### src/hw/rtl/ddc_pkg.sv
// ----------------------------------------------------------------------------
// ddc_pkg
// Shared types and constants for the datagram deframer and checker.
// ----------------------------------------------------------------------------
package ddc_pkg;

    localparam int DEF_MAX_FRAME_BYTES = 512;
    localparam int DEF_KEY_MAX_BYTES   = 16;

    // Configuration port geometry: four 64-bit registers at 8-byte strides.
    localparam int DATA_W       = 64;
    localparam int ADDR_W       = 5;
    localparam int REG_ADDR_LSB = 3;
    localparam int KEY_LEN_W    = 5;

    typedef enum logic [1:0] {
        REG_MAGIC      = 2'd0,
        REG_KEY_LOW    = 2'd1,
        REG_KEY_HIGH   = 2'd2,
        REG_KEY_LENGTH = 2'd3
    } reg_idx_t;

    typedef enum logic [2:0] {
        ST_OK           = 3'd0,
        ST_KEEPALIVE    = 3'd1,
        ST_SHORT_HEADER = 3'd2,
        ST_TOO_LONG     = 3'd3,
        ST_BAD_MAGIC    = 3'd4,
        ST_SHORT_SUM    = 3'd5,
        ST_SUM_MISMATCH = 3'd6
    } status_t;

    typedef struct packed {
        logic [15:0]          magic_word;
        logic [63:0]          key_bytes_high;
        logic [63:0]          key_bytes_low;
        logic [KEY_LEN_W-1:0] key_length;
    } cfg_t;

    typedef struct packed {
        logic [7:0] payload_byte;
        logic       payload_valid;
        logic       frame_end;
        status_t    frame_status;
    } res_t;

endpackage

### src/hw/rtl/ddc_stream_if.sv
// ----------------------------------------------------------------------------
// ddc_rx_if / ddc_res_if
// Valid/ready channels for received bytes and for deframer results.
// ----------------------------------------------------------------------------
interface ddc_rx_if;
    logic       valid;
    logic       ready;
    logic [7:0] rx_byte;
    logic       rx_last;

    modport source (output valid, output rx_byte, output rx_last, input ready);
    modport sink   (input valid, input rx_byte, input rx_last, output ready);
endinterface

interface ddc_res_if;
    logic       valid;
    logic       ready;
    logic [7:0] payload_byte;
    logic       payload_valid;
    logic       frame_end;
    logic [2:0] frame_status;

    modport source (
        output valid, output payload_byte, output payload_valid,
        output frame_end, output frame_status, input ready
    );
    modport sink (
        input valid, input payload_byte, input payload_valid,
        input frame_end, input frame_status, output ready
    );
endinterface

### src/hw/rtl/ddc_cfg_regs.sv
// ----------------------------------------------------------------------------
// ddc_cfg_regs
// APB-style register file holding the magic word and the XOR key.
// ----------------------------------------------------------------------------
module ddc_cfg_regs
    import ddc_pkg::*;
(
    input  logic              clk,
    input  logic              rst_n,
    input  logic              psel,
    input  logic              penable,
    input  logic              pwrite,
    input  logic [ADDR_W-1:0] paddr,
    input  logic [DATA_W-1:0] pwdata,
    output logic [DATA_W-1:0] prdata,
    output logic              pready,
    output cfg_t              cfg
);

    cfg_t     cfg_reg;
    logic     wr_en;
    reg_idx_t idx;

    assign pready = 1'b1;
    assign wr_en  = psel && penable && pwrite;
    assign idx    = reg_idx_t'(paddr[ADDR_W-1:REG_ADDR_LSB]);
    assign cfg    = cfg_reg;

    always_ff @(posedge clk or negedge rst_n)
    begin
        if (!rst_n)
        begin
            cfg_reg <= '0;
        end
        else if (wr_en)
        begin
            case (idx)
                REG_MAGIC:      cfg_reg.magic_word     <= pwdata[15:0];
                REG_KEY_LOW:    cfg_reg.key_bytes_low  <= pwdata;
                REG_KEY_HIGH:   cfg_reg.key_bytes_high <= pwdata;
                REG_KEY_LENGTH: cfg_reg.key_length     <= pwdata[KEY_LEN_W-1:0];
                default:        cfg_reg                <= cfg_reg;
            endcase
        end
    end

    always_comb
    begin
        case (idx)
            REG_MAGIC:      prdata = {48'd0, cfg_reg.magic_word};
            REG_KEY_LOW:    prdata = cfg_reg.key_bytes_low;
            REG_KEY_HIGH:   prdata = cfg_reg.key_bytes_high;
            REG_KEY_LENGTH: prdata = {{(DATA_W-KEY_LEN_W){1'b0}}, cfg_reg.key_length};
            default:        prdata = '0;
        endcase
    end

endmodule

### src/hw/rtl/ddc_frame_engine.sv
// ----------------------------------------------------------------------------
// ddc_frame_engine
// Per-frame state: magic check, key XOR, checksum capture and Fletcher-16.
// ----------------------------------------------------------------------------
module ddc_frame_engine
    import ddc_pkg::*;
#(
    parameter int MAX_FRAME_BYTES = DEF_MAX_FRAME_BYTES,
    parameter int KEY_MAX_BYTES   = DEF_KEY_MAX_BYTES
)
(
    input  logic       clk,
    input  logic       rst_n,
    input  cfg_t       cfg,
    input  logic       beat_fire,
    input  logic [7:0] rx_byte,
    input  logic       rx_last,
    output res_t       res,
    output logic       has_result
);

    localparam int POS_W = $clog2(MAX_FRAME_BYTES + 2);
    localparam int KP_W  = (KEY_MAX_BYTES > 1) ? $clog2(KEY_MAX_BYTES) : 1;
    localparam logic [POS_W-1:0]     POS_LIMIT = POS_W'(MAX_FRAME_BYTES);
    localparam logic [POS_W-1:0]     POS_SAT   = POS_W'(MAX_FRAME_BYTES + 1);
    localparam logic [KEY_LEN_W-1:0] KLEN_CAP  = KEY_LEN_W'(KEY_MAX_BYTES);

    logic [POS_W-1:0] pos_reg,        pos_next;
    logic [KP_W-1:0]  key_pos_reg,    key_pos_next;
    logic [7:0]       magic_high_reg, magic_high_next;
    logic             magic_good_reg, magic_good_next;
    logic [15:0]      recv_sum_reg,   recv_sum_next;
    logic [7:0]       sum_one_reg,    sum_one_next;
    logic [7:0]       sum_two_reg,    sum_two_next;

    logic [KEY_LEN_W-1:0] klen;
    logic [KEY_LEN_W-1:0] key_pos_inc;
    logic [127:0]         key_vec;
    logic [7:0]           key_byte;
    logic [7:0]           plain;

    // Add modulo 255 for operands already below 255.
    function automatic logic [7:0] add_mod255(input logic [7:0] a, input logic [7:0] b);
        logic [8:0] s;
        s = {1'b0, a} + {1'b0, b};
        return (s >= 9'd255) ? 8'(s - 9'd255) : s[7:0];
    endfunction

    assign klen        = (cfg.key_length > KLEN_CAP) ? KLEN_CAP : cfg.key_length;
    assign key_pos_inc = KEY_LEN_W'(key_pos_reg) + 1'b1;
    assign key_vec     = {cfg.key_bytes_high, cfg.key_bytes_low};
    assign key_byte    = key_vec[{4'(key_pos_reg), 3'b000} +: 8];
    assign plain       = (klen != '0) ? (rx_byte ^ key_byte) : rx_byte;

    always_comb
    begin
        pos_next        = pos_reg;
        key_pos_next    = key_pos_reg;
        magic_high_next = magic_high_reg;
        magic_good_next = magic_good_reg;
        recv_sum_next   = recv_sum_reg;
        sum_one_next    = sum_one_reg;
        sum_two_next    = sum_two_reg;
        res             = '{payload_byte: 8'd0, payload_valid: 1'b0,
                            frame_end: 1'b0, frame_status: ST_OK};

        if (beat_fire)
        begin
            pos_next = (pos_reg == POS_SAT) ? pos_reg : pos_reg + 1'b1;

            if (pos_reg == POS_W'(0))
            begin
                magic_high_next = rx_byte;
            end
            else if (pos_reg == POS_W'(1))
            begin
                magic_good_next = ({magic_high_reg, rx_byte} == cfg.magic_word);
            end
            else if (pos_reg < POS_LIMIT)
            begin
                if (klen != '0)
                begin
                    key_pos_next = (key_pos_inc >= klen) ? '0 : KP_W'(key_pos_inc);
                end
                if (pos_reg == POS_W'(2))
                begin
                    recv_sum_next[15:8] = plain;
                end
                else if (pos_reg == POS_W'(3))
                begin
                    recv_sum_next[7:0] = plain;
                end
                else if (magic_good_reg)
                begin
                    sum_one_next      = add_mod255(sum_one_reg, plain);
                    sum_two_next      = add_mod255(sum_two_reg, sum_one_next);
                    res.payload_valid = 1'b1;
                    res.payload_byte  = plain;
                end
            end

            if (rx_last)
            begin
                res.frame_end = 1'b1;
                if (pos_reg == POS_W'(0))
                    res.frame_status = ST_SHORT_HEADER;
                else if (pos_reg >= POS_LIMIT)
                    res.frame_status = ST_TOO_LONG;
                else if (!magic_good_next)
                    res.frame_status = ST_BAD_MAGIC;
                else if (pos_reg == POS_W'(1))
                    res.frame_status = ST_KEEPALIVE;
                else if (pos_reg == POS_W'(2))
                    res.frame_status = ST_SHORT_SUM;
                else if ({sum_two_next, sum_one_next} != recv_sum_next)
                    res.frame_status = ST_SUM_MISMATCH;
                else
                    res.frame_status = ST_OK;

                pos_next        = '0;
                key_pos_next    = '0;
                magic_high_next = '0;
                magic_good_next = 1'b0;
                recv_sum_next   = '0;
                sum_one_next    = '0;
                sum_two_next    = '0;
            end
        end
    end

    assign has_result = beat_fire && (res.payload_valid || rx_last);

    always_ff @(posedge clk or negedge rst_n)
    begin
        if (!rst_n)
        begin
            pos_reg        <= '0;
            key_pos_reg    <= '0;
            magic_high_reg <= '0;
            magic_good_reg <= 1'b0;
            recv_sum_reg   <= '0;
            sum_one_reg    <= '0;
            sum_two_reg    <= '0;
        end
        else
        begin
            pos_reg        <= pos_next;
            key_pos_reg    <= key_pos_next;
            magic_high_reg <= magic_high_next;
            magic_good_reg <= magic_good_next;
            recv_sum_reg   <= recv_sum_next;
            sum_one_reg    <= sum_one_next;
            sum_two_reg    <= sum_two_next;
        end
    end

endmodule

### src/hw/rtl/ddc_out_reg.sv
// ----------------------------------------------------------------------------
// ddc_out_reg
// Result register between the frame engine and the result channel.
// ----------------------------------------------------------------------------
module ddc_out_reg
    import ddc_pkg::*;
(
    input  logic clk,
    input  logic rst_n,
    input  logic load,
    input  res_t res_in,
    input  logic out_ready,
    output logic out_valid,
    output res_t res_out,
    output logic in_ready
);

    logic valid_reg, valid_next;
    res_t res_reg;

    // A new beat may enter when no result is held or the held result leaves in the same cycle.
    assign in_ready  = !valid_reg || out_ready;
    assign out_valid = valid_reg;
    assign res_out   = res_reg;

    always_comb
    begin
        valid_next = valid_reg;
        if (out_ready)
            valid_next = 1'b0;
        if (load)
            valid_next = 1'b1;
    end

    always_ff @(posedge clk or negedge rst_n)
    begin
        if (!rst_n)
            valid_reg <= 1'b0;
        else
            valid_reg <= valid_next;
    end

    always_ff @(posedge clk)
    begin
        if (load)
            res_reg <= res_in;
    end

endmodule

### src/hw/rtl/datagram_deframe_check.sv
// ----------------------------------------------------------------------------
// datagram_deframe_check: one received byte per beat; each result is registered before it is offered.
// Throughput one byte per cycle while the result sink keeps up, set by the single result register stage.
// rst_n (async, active low) clears the config, frame state and result valid flag; no clearing pass.
// ----------------------------------------------------------------------------
module datagram_deframe_check
    import ddc_pkg::*;
#(
    parameter int MAX_FRAME_BYTES = DEF_MAX_FRAME_BYTES,
    parameter int KEY_MAX_BYTES   = DEF_KEY_MAX_BYTES
)
(
    input  logic              clk,
    input  logic              rst_n,
    input  logic              psel,
    input  logic              penable,
    input  logic              pwrite,
    input  logic [ADDR_W-1:0] paddr,
    input  logic [DATA_W-1:0] pwdata,
    output logic [DATA_W-1:0] prdata,
    output logic              pready,
    ddc_rx_if.sink            rx,
    ddc_res_if.source         res
);

    // The configuration block holds the magic word, the two halves of the
    // XOR key and the key length. Writes are registered and take effect on
    // the very next beat, which is what lets key changes act at once.
    cfg_t cfg;

    // A beat is taken from the receive channel whenever the result register
    // is empty or is being drained this cycle. Beats that produce no result
    // (magic and checksum bytes, bytes of a frame with a bad magic) still
    // move the frame state forward, so the input never waits on them.
    logic rx_fire;
    logic eng_has_result;
    logic out_in_ready;
    res_t eng_res;
    res_t held_res;

    assign rx_fire  = rx.valid && out_in_ready;
    assign rx.ready = out_in_ready;

    ddc_cfg_regs u_cfg_regs (
        .clk     (clk),
        .rst_n   (rst_n),
        .psel    (psel),
        .penable (penable),
        .pwrite  (pwrite),
        .paddr   (paddr),
        .pwdata  (pwdata),
        .prdata  (prdata),
        .pready  (pready),
        .cfg     (cfg)
    );

    // The engine does all per-byte work in one pass: magic compare on the
    // first two bytes, key XOR and checksum capture on the next two, and the
    // two modulo-255 accumulators on payload bytes. On the last byte it picks
    // the frame status and returns every frame register to zero.
    ddc_frame_engine #(
        .MAX_FRAME_BYTES (MAX_FRAME_BYTES),
        .KEY_MAX_BYTES   (KEY_MAX_BYTES)
    ) u_frame_engine (
        .clk        (clk),
        .rst_n      (rst_n),
        .cfg        (cfg),
        .beat_fire  (rx_fire),
        .rx_byte    (rx.rx_byte),
        .rx_last    (rx.rx_last),
        .res        (eng_res),
        .has_result (eng_has_result)
    );

    // The result register separates the two channels: a finished result waits
    // there for the sink, and the next byte is taken only as it leaves.
    ddc_out_reg u_out_reg (
        .clk       (clk),
        .rst_n     (rst_n),
        .load      (eng_has_result),
        .res_in    (eng_res),
        .out_ready (res.ready),
        .out_valid (res.valid),
        .res_out   (held_res),
        .in_ready  (out_in_ready)
    );

    assign res.payload_byte  = held_res.payload_byte;
    assign res.payload_valid = held_res.payload_valid;
    assign res.frame_end     = held_res.frame_end;
    assign res.frame_status  = held_res.frame_status;

endmodule

### src/flat_wrapper.sv
// flat-port wrapper written by rule: the top's interface ports become plain ports
module datagram_deframe_check_flat import ddc_pkg::*;
#(
    parameter int MAX_FRAME_BYTES = DEF_MAX_FRAME_BYTES,
    parameter int KEY_MAX_BYTES   = DEF_KEY_MAX_BYTES
)
  (clk, rst_n, psel, penable, pwrite, paddr, pwdata, prdata, pready, rx_valid, rx_rx_byte, rx_rx_last, rx_ready, res_valid, res_payload_byte, res_payload_valid, res_frame_end, res_frame_status, res_ready);
  ddc_rx_if rx_i ();
  ddc_res_if res_i ();
  input  logic clk;
  input  logic rst_n;
  input  logic psel;
  input  logic penable;
  input  logic pwrite;
  input  logic [ADDR_W-1:0] paddr;
  input  logic [DATA_W-1:0] pwdata;
  output logic [DATA_W-1:0] prdata;
  output logic pready;
  input wire logic [$bits(rx_i.valid)-1:0] rx_valid;
  input wire logic [$bits(rx_i.rx_byte)-1:0] rx_rx_byte;
  input wire logic [$bits(rx_i.rx_last)-1:0] rx_rx_last;
  output wire logic [$bits(rx_i.ready)-1:0] rx_ready;
  output wire logic [$bits(res_i.valid)-1:0] res_valid;
  output wire logic [$bits(res_i.payload_byte)-1:0] res_payload_byte;
  output wire logic [$bits(res_i.payload_valid)-1:0] res_payload_valid;
  output wire logic [$bits(res_i.frame_end)-1:0] res_frame_end;
  output wire logic [$bits(res_i.frame_status)-1:0] res_frame_status;
  input wire logic [$bits(res_i.ready)-1:0] res_ready;
  assign rx_i.valid = rx_valid;
  assign rx_i.rx_byte = rx_rx_byte;
  assign rx_i.rx_last = rx_rx_last;
  assign rx_ready = rx_i.ready;
  assign res_valid = res_i.valid;
  assign res_payload_byte = res_i.payload_byte;
  assign res_payload_valid = res_i.payload_valid;
  assign res_frame_end = res_i.frame_end;
  assign res_frame_status = res_i.frame_status;
  assign res_i.ready = res_ready;
  datagram_deframe_check #(.MAX_FRAME_BYTES(MAX_FRAME_BYTES), .KEY_MAX_BYTES(KEY_MAX_BYTES)) u_core (.clk(clk), .rst_n(rst_n), .psel(psel), .penable(penable), .pwrite(pwrite), .paddr(paddr), .pwdata(pwdata), .prdata(prdata), .pready(pready), .rx(rx_i), .res(res_i));
endmodule
### config.mk
export PLATFORM = sky130hd
export DESIGN_NAME = datagram_deframe_check_flat
export DESIGN_NICKNAME = d
export VERILOG_FILES = /design/src/hw/rtl/ddc_pkg.sv /design/src/hw/rtl/ddc_stream_if.sv /design/src/hw/rtl/ddc_cfg_regs.sv /design/src/hw/rtl/ddc_frame_engine.sv /design/src/hw/rtl/ddc_out_reg.sv /design/src/hw/rtl/datagram_deframe_check.sv /design/src/flat_wrapper.sv
export SDC_FILE = /design/constraint.sdc
export NUM_CORES = 1
export LEC_CHECK = 0
export ABC_CLOCK_PERIOD_IN_PS = 14500
export BUFFER_PORTS_ARGS = -buffer_cell sky130_fd_sc_hd__clkbuf_2
export CORE_ASPECT_RATIO = 1.75
export CORE_MARGIN = 2
export CORE_UTILIZATION = 64
export CTS_CLUSTER_SIZE = 24
export DETAILED_ROUTE_END_ITERATION = 10
export PLACE_DENSITY_LB_ADDON = 0.08
export SLEW_MARGIN = 20
export SYNTH_ARGS = -nofsm -noshare
export SYNTH_HDL_FRONTEND = slang
export SYNTH_SLANG_ARGS = --single-unit
export TNS_END_PERCENT = 50
### constraint.sdc
create_clock -name clk -period 14.5 [get_ports clk]
set_clock_uncertainty 0.05 [all_clocks]
set_input_delay 0.725 -clock clk [delete_from_list [all_inputs] [get_ports clk]]
set_output_delay 0.725 -clock clk [all_outputs]
set_load 0.02 [all_outputs]
==> metrics <==
Max Slew Vio Count=0; Final period util=62.48%; CP arrival=9260 ps; clk sink count=218; final antenna-violating net count=0; Final Hold Vio Count=0; Netlist cell types=80; mapped cell area=12980 sq um; Post-Place Cell Area=13990 sq um; slew margin rel.=33.99%; WS Path Type=reg -> reg; Critical Path End Type=flop; Die W=111.7 um; ranking of synthesized cells by area=dfrtp_1, mux2_2, mux2i_1; Top FF cell, synth=dfrtp_1; hold_buf cts=0; RSZ-0062 raised after global routing=false; Startpoint Class=flop; Synth top area share=39.51%; GRT Total Usage=32.58%; die span in y=192.4 um; Tmin final=9059 ps; grt total ovfl=0; # DRC=0; Setup TNS=0 ps; Post-CTS Setup Bufs=0; first-pass GRT wire length=55.26 mm; Worst-Skew Late Latency=500 ps; DRT iter0 DRCs=723; row count=69; initial antenna violation count=2; hold crit path type=in -> async; Routed wire per std cell=22.62 um; # resized after CTS=0; EDFF count, synth=13; clock root cell=clkbuf_16; Syn Area/Cell=11.11 sq um; post-synth top area cell=dfrtp_1; Power per Cell Area=179.0 nW/um^2; Post-Route WL=35.42 mm; full die area=21490 sq um; max reg flops=149; H-Tree Depth=1; Mapped Cells=1169; Crit Path Max Fanout=6; Worst-Margin Slew=990.1 ps; worst path required time=14700 ps; fin area=14680 sq um; Final Setup Violations=0; Worst VDD drop=0.1429 mV; ys async rst share=94.04%; Max Clk Rate=110.4 MHz; clock slew seen by the registers of the worst setup and hold paths=60 ps; fillers=1490; Vias=10125; vias in the first global route=10322; IO Count=165; Yosys reg bits=218; HPWL Detailed=25.21 mm; status=complete, no violations; Syn Nets=1284; nets=1418; Core Area=20120 sq um; Max Cap Viol=0; CTS tree=built; synth warn=0; Initial Util=64.55%; number of CTS-inserted buffers=21; GP Congestion=0.9052; Lkg Pwr=6.411 nW; Longest Clk Path Bufs=3; Via density=6.466; Seq/Total Area, Yosys=42.51%; count of input and output buffers=160; largest net degree at the start of global routing=129; fraction of layout cells with a size suffix above 1=31.23%; Layout area overhead=13.05%; drt pass-1 iters=5
==> final timing paths <==
| kind | start | to | slack (ps) | depth (start not counted) |
|---|---|---|---|---|
| worst max-delay path | u_core.u_cfg_regs.cfg[4] | u_core.u_out_reg.res_out[2] | 5440 | 23 |
| worst min-delay path | rst_n | u_core.u_cfg_regs.cfg[91] | 250 | 1 |
| worst max register to register | u_core.u_cfg_regs.cfg[4] | u_core.u_out_reg.res_out[2] | 5440 | 23 |
| worst min register to register | u_core.u_frame_engine.recv_sum_reg[1] | u_core.u_frame_engine.recv_sum_reg[1] | 440 | 2 |
| max in group asynchronous | rst_n | u_core.u_frame_engine.sum_one_reg[1] | 12850 | 3 |
| min in group clk | pwdata[42] | u_core.u_cfg_regs.cfg[47] | 420 | 2 |
==> cell families (layout without fill, tap and decap cells) <==
kind of cell	after synthesis	after routing	synth area share, %
AO/OA/AOI/OAI	282	282	15.74
XOR/XNOR	64	64	4.317
adder cells (fa/ha/maj)	30	30	3.006
buffers and inverters	90	237	2.871
flip-flops	218	218	42.51
multiplexers	234	234	21.90
other	1	3	0.02888
AND/OR/NAND/NOR	250	250	9.626
==> routing by layer <==
layer,wire length [um],global-route usage [%]
met1,12620,36.86
met2,19050,59.14
met3,1661,4.585
met4,2085,17.66
met5,0,0
==> report_power, final <==
part / internal, mW / total (mW) / switching (mW) / leakage (nW)
Combinational: 0.510 / 1.20 / 0.694 / 3.39
Sequential: 0.752 / 0.880 / 0.128 / 2.69
Clock: 0.314 / 0.544 / 0.230 / 0.323
==> metrics by stage <==
stage	setup WS (ps)	util [%]	std cells	hold WS [ps]	total power, mW
6_report	5441	72.97	1566	248.8	2.628
3_3_place_gp	5663	69.55	1527	412.9	2.040
4_1_cts	5548	72.84	1563	370.8	2.619
2_1_floorplan	7521	-	1169	379.4	1.729
3_5_place_dp	5591	69.55	1527	421.0	2.069
5_1_grt	5020	72.97	1566	334.1	2.766
==> critical path, stage by stage (launching register included) <==
cell and delay, ps:
dfrtp_1 410, or4_4 580, o21ai_0 560, o22ai_1 240, xnor2_1 740, inv_1 270
ha_1 370, a211oi_2 440, o211ai_1 190, a211oi_1 560, nand4_2 230, a211oi_1 320
xor2_1 480, ha_1 390, a21oi_1 310, a21boi_0 140, a221o_1 470, or4_4 540
o21a_1 240, o21ba_1 240, xnor2_1 130, a2111oi_0 440, and4b_1 340, a21oi_1 100
==> cell usage after synthesis, drive strengths merged, types with 6 or more instances <==
cell / instances
nand2: 104
nand2b: 8
nand3: 17
and2: 17
edfxtp: 13
nor2: 36
inv: 21
mux2i: 58
o21a: 6
clkbuf: 49
a22oi: 35
a21boi: 9
mux2: 151
a211oi: 11
a21o: 7
o21ai: 74
buf: 20
nor3: 16
a21oi: 30
nand4: 11
dfrtp: 205
ha: 28
nor2b: 12
o211ai: 12
xor2: 23
a22o: 53
mux4: 25
o22ai: 9
xnor2: 41
==> cell type report <==
cell class | count | area (sq um) | area share [%]
inverter | 21 | 78.83 | 0.5370
clock buffer | 31 | 583.1 | 3.972
timing repair buffer | 180 | 973.4 | 6.631
antenna | 2 | 5.005 | 0.03409
clock inverter | 5 | 78.83 | 0.5370
multi-input combinational | 861 | 7128 | 48.56
sequential | 218 | 5522 | 37.62
tap | 248 | 310.3 | 2.114
==> layout by cell type, fill, tap and decap left out, types with 23 or more instances in the layout <==
master | netlist | routed
dfrtp_1 | 205 | 204
a21oi_1 | 30 | 30
nor2_1 | 36 | 36
xor2_1 | 23 | 23
mux2_2 | 151 | 151
a22oi_1 | 35 | 35
nand2_1 | 104 | 104
ha_1 | 28 | 28
mux2i_1 | 58 | 58
o21ai_0 | 72 | 72
mux4_2 | 25 | 25
a22o_1 | 53 | 53
xnor2_1 | 41 | 41
clkbuf_2 | 2 | 159
Power figures use the tool's default switching activity.
